==> config.mk <==
export PLATFORM = sky130hd
export DESIGN_NAME = sorted_priority_queue
export DESIGN_NICKNAME = d
export VERILOG_FILES = /design/src/hw/rtl/spq_pkg.sv /design/src/hw/rtl/sorted_priority_queue.sv /design/src/hw/rtl/spq_cell.sv
export SDC_FILE = /design/constraint.sdc
export NUM_CORES = 2
export LEC_CHECK = 0
export ABC_AREA = 1
export BUFFER_PORTS_ARGS = -buffer_cell sky130_fd_sc_hd__buf_2
export CAP_MARGIN = 5
export CORE_MARGIN = 3
export CORE_UTILIZATION = 60
export CTS_CLUSTER_SIZE = 25
export DETAILED_ROUTE_END_ITERATION = 10
export GPL_TIMING_DRIVEN = 0
export PLACE_DENSITY_LB_ADDON = 0.12
export SYNTH_ARGS = -nofsm -noshare
export SYNTH_HDL_FRONTEND = slang
export SYNTH_SLANG_ARGS = --single-unit
==> constraint.sdc <==
create_clock -name clk -period 23 [get_ports clk]
set_input_delay 3.45 -clock clk [delete_from_list [all_inputs] [get_ports clk]]
set_output_delay 3.45 -clock clk [all_outputs]
set_load 0.02 [all_outputs]
==> src/hw/rtl/spq_pkg.sv <==
package spq_pkg;

  localparam int CAPACITY = 16;
  localparam int CNT_W    = $clog2(CAPACITY + 1);
  localparam int DATA_W   = 32;
  localparam int OCC_W    = 5;

  typedef enum logic [1:0] {
    MODE_PUSH_AHEAD = 2'd0,
    MODE_PUSH_AFTER = 2'd1,
    MODE_POP        = 2'd2,
    MODE_POP_ALT    = 2'd3
  } mode_t;

  typedef enum logic [1:0] {
    ST_INSERTED  = 2'd0,
    ST_POPPED    = 2'd1,
    ST_POP_EMPTY = 2'd2,
    ST_PUSH_FULL = 2'd3
  } status_t;

  typedef struct packed {
    logic                     push;
    logic                     pop;
    logic                     after_eq;
    logic signed [DATA_W-1:0] value;
    logic signed [DATA_W-1:0] priority_key;
  } cmd_t;

endpackage

==> src/hw/rtl/sorted_priority_queue.sv <==
// Sorted priority queue built as a row of compare-and-shift cells.
// Each request is applied to the whole row in the cycle it is accepted.
// The result appears in the output register in the cycle after acceptance.
// Throughput is one request per cycle; input stalls only while a result waits.
// Synchronous active-low reset empties the queue and clears the output valid.
module sorted_priority_queue (
  input  logic                              clk,
  input  logic                              rst_n,
  input  logic                              in_valid,
  output logic                              in_stall,
  input  logic [1:0]                        in_mode,
  input  logic signed [spq_pkg::DATA_W-1:0] in_value,
  input  logic signed [spq_pkg::DATA_W-1:0] in_priority_req,
  output logic                              out_valid,
  input  logic                              out_stall,
  output logic [1:0]                        out_status,
  output logic signed [spq_pkg::DATA_W-1:0] out_value,
  output logic signed [spq_pkg::DATA_W-1:0] out_priority,
  output logic [spq_pkg::OCC_W-1:0]         out_occupancy
);

  logic                              accept;
  logic                              is_pop;
  logic                              full;
  logic                              empty;
  spq_pkg::cmd_t                     cmd;
  logic [spq_pkg::CNT_W-1:0]         count_r;
  logic [spq_pkg::CNT_W-1:0]         count_nxt;
  logic                              out_valid_r;
  logic                              out_valid_nxt;
  spq_pkg::status_t                  status_r;
  spq_pkg::status_t                  status_nxt;
  logic signed [spq_pkg::DATA_W-1:0] out_value_r;
  logic signed [spq_pkg::DATA_W-1:0] out_value_nxt;
  logic signed [spq_pkg::DATA_W-1:0] out_priority_r;
  logic signed [spq_pkg::DATA_W-1:0] out_priority_nxt;

  logic                              go       [spq_pkg::CAPACITY];
  logic signed [spq_pkg::DATA_W-1:0] cell_val [spq_pkg::CAPACITY];
  logic signed [spq_pkg::DATA_W-1:0] cell_pri [spq_pkg::CAPACITY];

  assign in_stall = out_valid_r && out_stall;
  assign accept   = in_valid && !in_stall;
  assign is_pop   = in_mode[1];
  assign full     = (count_r == spq_pkg::CNT_W'(spq_pkg::CAPACITY));
  assign empty    = (count_r == '0);

  always_comb begin
    cmd.push         = accept && !is_pop && !full;
    cmd.pop          = accept && is_pop && !empty;
    cmd.after_eq     = (in_mode == spq_pkg::MODE_PUSH_AFTER);
    cmd.value        = in_value;
    cmd.priority_key = in_priority_req;
  end

  for (genvar i = 0; i < spq_pkg::CAPACITY; i++) begin : g_cell
    logic                              l_go;
    logic signed [spq_pkg::DATA_W-1:0] l_val;
    logic signed [spq_pkg::DATA_W-1:0] l_pri;
    logic signed [spq_pkg::DATA_W-1:0] r_val;
    logic signed [spq_pkg::DATA_W-1:0] r_pri;

    if (i == 0) begin : g_head
      assign l_go  = 1'b1;
      assign l_val = '0;
      assign l_pri = '0;
    end else begin : g_body
      assign l_go  = go[i-1];
      assign l_val = cell_val[i-1];
      assign l_pri = cell_pri[i-1];
    end

    if (i == spq_pkg::CAPACITY - 1) begin : g_tail
      assign r_val = '0;
      assign r_pri = '0;
    end else begin : g_inner
      assign r_val = cell_val[i+1];
      assign r_pri = cell_pri[i+1];
    end

    spq_cell u_cell (
      .clk            (clk),
      .cmd            (cmd),
      .occupied       (count_r > spq_pkg::CNT_W'(i)),
      .left_go        (l_go),
      .left_value     (l_val),
      .left_priority  (l_pri),
      .right_value    (r_val),
      .right_priority (r_pri),
      .go             (go[i]),
      .value          (cell_val[i]),
      .priority_val   (cell_pri[i])
    );
  end

  always_comb begin
    count_nxt        = count_r;
    out_valid_nxt    = out_valid_r && out_stall;
    status_nxt       = status_r;
    out_value_nxt    = out_value_r;
    out_priority_nxt = out_priority_r;
    if (accept) begin
      out_valid_nxt    = 1'b1;
      out_value_nxt    = '0;
      out_priority_nxt = '0;
      priority if (is_pop && empty) begin
        status_nxt = spq_pkg::ST_POP_EMPTY;
      end else if (is_pop) begin
        status_nxt       = spq_pkg::ST_POPPED;
        out_value_nxt    = cell_val[0];
        out_priority_nxt = cell_pri[0];
        count_nxt        = count_r - spq_pkg::CNT_W'(1);
      end else if (full) begin
        status_nxt = spq_pkg::ST_PUSH_FULL;
      end else begin
        status_nxt = spq_pkg::ST_INSERTED;
        count_nxt  = count_r + spq_pkg::CNT_W'(1);
      end
    end
  end

  always_ff @(posedge clk) begin
    if (!rst_n) begin
      count_r     <= '0;
      out_valid_r <= 1'b0;
    end else begin
      count_r     <= count_nxt;
      out_valid_r <= out_valid_nxt;
    end
  end

  always_ff @(posedge clk) begin
    status_r       <= status_nxt;
    out_value_r    <= out_value_nxt;
    out_priority_r <= out_priority_nxt;
  end

  logic [spq_pkg::OCC_W-1:0] occ_r;
  logic [spq_pkg::OCC_W-1:0] occ_nxt;

  assign occ_nxt = accept ? spq_pkg::OCC_W'(count_nxt) : occ_r;

  always_ff @(posedge clk) begin
    occ_r <= occ_nxt;
  end

  assign out_valid     = out_valid_r;
  assign out_status    = status_r;
  assign out_value     = out_value_r;
  assign out_priority  = out_priority_r;
  assign out_occupancy = occ_r;

endmodule

==> src/hw/rtl/spq_cell.sv <==
module spq_cell (
  input  logic                              clk,
  input  spq_pkg::cmd_t                     cmd,
  input  logic                              occupied,
  input  logic                              left_go,
  input  logic signed [spq_pkg::DATA_W-1:0] left_value,
  input  logic signed [spq_pkg::DATA_W-1:0] left_priority,
  input  logic signed [spq_pkg::DATA_W-1:0] right_value,
  input  logic signed [spq_pkg::DATA_W-1:0] right_priority,
  output logic                              go,
  output logic signed [spq_pkg::DATA_W-1:0] value,
  output logic signed [spq_pkg::DATA_W-1:0] priority_val
);

  logic signed [spq_pkg::DATA_W-1:0] value_r;
  logic signed [spq_pkg::DATA_W-1:0] value_nxt;
  logic signed [spq_pkg::DATA_W-1:0] priority_r;
  logic signed [spq_pkg::DATA_W-1:0] priority_nxt;

  // An occupied entry stays in place when the new request belongs behind it.
  assign go = occupied && (cmd.after_eq ? (priority_r <= cmd.priority_key)
                                        : (priority_r < cmd.priority_key));

  always_comb begin
    value_nxt    = value_r;
    priority_nxt = priority_r;
    priority if (cmd.pop) begin
      value_nxt    = right_value;
      priority_nxt = right_priority;
    end else if (cmd.push && !go) begin
      if (left_go) begin
        value_nxt    = cmd.value;
        priority_nxt = cmd.priority_key;
      end else begin
        value_nxt    = left_value;
        priority_nxt = left_priority;
      end
    end else begin
      value_nxt    = value_r;
      priority_nxt = priority_r;
    end
  end

  always_ff @(posedge clk) begin
    value_r    <= value_nxt;
    priority_r <= priority_nxt;
  end

  assign value        = value_r;
  assign priority_val = priority_r;

endmodule

==> results.json <==
{
  "avgSynthCellArea_um2": 7.55,
  "cts_sinks": 1101,
  "synth_compound_area_frac": 0.0316,
  "rsz0062_at_grt": "no",
  "finalSetupViolCount": 0,
  "start_kind": "input pin",
  "clockRootBuffer": "clkbuf_16",
  "finish.instance_area_um2": 80900,
  "postRouteAntennaNets": 0,
  "cts_setup_buffers": 0,
  "slew_headroom": 0.222,
  "worstPathRequired_ps": 19550,
  "ys_warn_count": 0,
  "synth_adder_area_share": 0.0885,
  "die_h_um": 355,
  "cts_inserted_buffers": 130,
  "min_period_ps": 7310,
  "synth_top_family_by_area": "simple AND/OR/NAND/NOR gates",
  "antenna_found_initial": 15,
  "rows": 127,
  "h-tree-depth": 4,
  "synthDistinctLibCells": 41,
  "status": "complete, no violations",
  "path_class": "input pin to output port",
  "syn_area_um2": 73100,
  "dpl_cell_area_um2": 76800,
  "grt_pass1_vias": 61900,
  "finalClockSkew_ps": 32.5,
  "synth.top_cell.area_share": 0.424,
  "path_clk_slew_ps": 60,
  "synthMuxAreaShare": 0,
  "syn_nets": 10300,
  "ir_drop_mv": 0.0813,
  "yosysTopAreaCell": "edfxtp_1",
  "cp.arrival_ps": 3860,
  "final_common_cell": "nand2_1",
  "num_vias": 65600,
  "worst_slew_pin_slew_ps": 1170,
  "max_freq_mhz": 137,
  "synth_xor_area_frac": 0.000120,
  "grt_overflow": 0,
  "min_path_type": "register to register",
  "power_density_nw_per_um2": 94.9,
  "avgRoutedWirePerCell_um": 19.9,
  "final_cell_mix": "nand2_1, nand3_1, inv_1",
  "track_usage": 0.360,
  "grt_pass1_wl_um": 348000,
  "coreArea_um2": 120000,
  "port_buffers": 142,
  "place_congestion": 0.971,
  "die_w_um": 355,
  "setup_tns_ps": 0,
  "cts_resized": 0,
  "ys_seq_area_frac": 0.443,
  "synthTopCellsByArea": "edfxtp_1, nand2_1, nand3_1, ha_1, inv_1",
  "start_util": 0.607,
  "cts_tree": "yes",
  "cts_hold_buffers": 0,
  "syn-instance-count": 9673,
  "hold_viol": 0,
  "clkLatencyLatePin_ps": 750,
  "drive_gt1_frac": 0.0758,
  "drc": 0,
  "holdPathStages": 2,
  "maxCapViolCount": 0,
  "end_kind": "output port",
  "route.final.wire_length_um": 233000,
  "p_leak_uw": 0.0400,
  "clock_path_buffers": 3,
  "io_pins": 143,
  "cp_max_fo": 2,
  "dr.pass1.iters": 7,
  "ys_seq_elements": 1101,
  "die-area_um2": 126000,
  "finalMaxSlewViolations": 0,
  "place_ws_ps": 15260,
  "yosys.area_share.simple": 0.337,
  "syn2layout_area_growth_pct": 10.8,
  "drt_iter0_markers": 7962,
  "place_hpwl_um": 190000,
  "setup_ws_ps": 15690,
  "min_period_over_period": 0.318,
  "viasPerCell": 5.61,
  "nets": 10600,
  "r2r_cells": 15,
  "grt_max_degree": 38
}
flip-flops by register name, indices dropped and copies added (netlist names):
register and cells:
count_r 5, g_cell.u_cell.priority_val 512, g_cell.u_cell.value 512, out_occupancy 5, out_priority 32, out_status 2
out_valid 1, out_value 32
final timing paths:
check / from / endpoint / slack [ps]
max: out_stall / in_stall / 15690
min reg2reg: out_valid$_SDFF_PN0_ / out_valid$_SDFF_PN0_ / 500
min: out_valid$_SDFF_PN0_ / out_valid$_SDFF_PN0_ / 500
max reg2reg: count_r[0]$_SDFF_PN0_ / g_cell[14].u_cell.priority_val[14]$_DFFE_PP_ / 18230
cell usage after synthesis, drive strengths merged:
cell type / count
nand2: 3470
nand3: 1937
inv: 1169
edfxtp: 1031
ha: 517
buf: 387
nor2: 326
a21oi: 243
clkbuf: 222
o21ai: 147
dfxtp: 70
nand4: 40
nor3: 37
a31oi: 15
nor4: 14
o21a: 13
nand3b: 10
o211ai: 5
o21bai: 5
and2: 2
nor4b: 2
o31ai: 2
a2111oi: 1
a21boi: 1
a21o: 1
a221oi: 1
a311o: 1
o22ai: 1
o311ai: 1
o41ai: 1
xor2: 1
critical path, cell delays in order:
cell and delay [ps]:
buf_2 70, nand2_1 60, inv_1 110, buf_2 180
power by group:
group | leakage, uW | internal, uW | switching [uW]
clock | 0.00199 | 1180 | 838
sequential | 0.0103 | 2780 | 238
combinational | 0.0277 | 835 | 1800
total | 0.0400 | 4800 | 2880
stage by stage:
stage	instances	hold slack, ps	power, uW	util
final	11700	500	7680	0.672
after global routing	11700	531	8100	0.672
after CTS	11700	498	7620	0.672
after detailed placement	11500	483	5610	0.638
after global placement	11400	474	5500	0.629
after floorplan	9673	494	4800	-
area by class of cell:
class | count | area, um2
timing repair buffer | 182 | 1470
clock inverter | 47 | 384
tap | 1612 | 2020
sequential | 1101 | 32400
inverter | 1169 | 4390
multi-input combinational | 6794 | 33700
antenna | 12 | 30.0
buffer | 609 | 2940
fill | 10500 | 39500
clock buffer | 178 | 3690
metal layers:
layer,track usage,share of wire,wire length [um]
met1,0.492,0.41,95200
met4,0.168,0.049,11400
met5,0,0.00045,105
met2,0.555,0.43,100000
met3,0.0693,0.11,26200
kinds of logic after synthesis:
logic type                 count (synthesis)
buffers and inverters                   1778
DFF                                     1101
adders and majority gates                517
AOI/OAI and AO/OA                        438
xor gates and xnor gates                   1
and+or+nand+nor                         5838
Power figures use the tool's default switching activity.
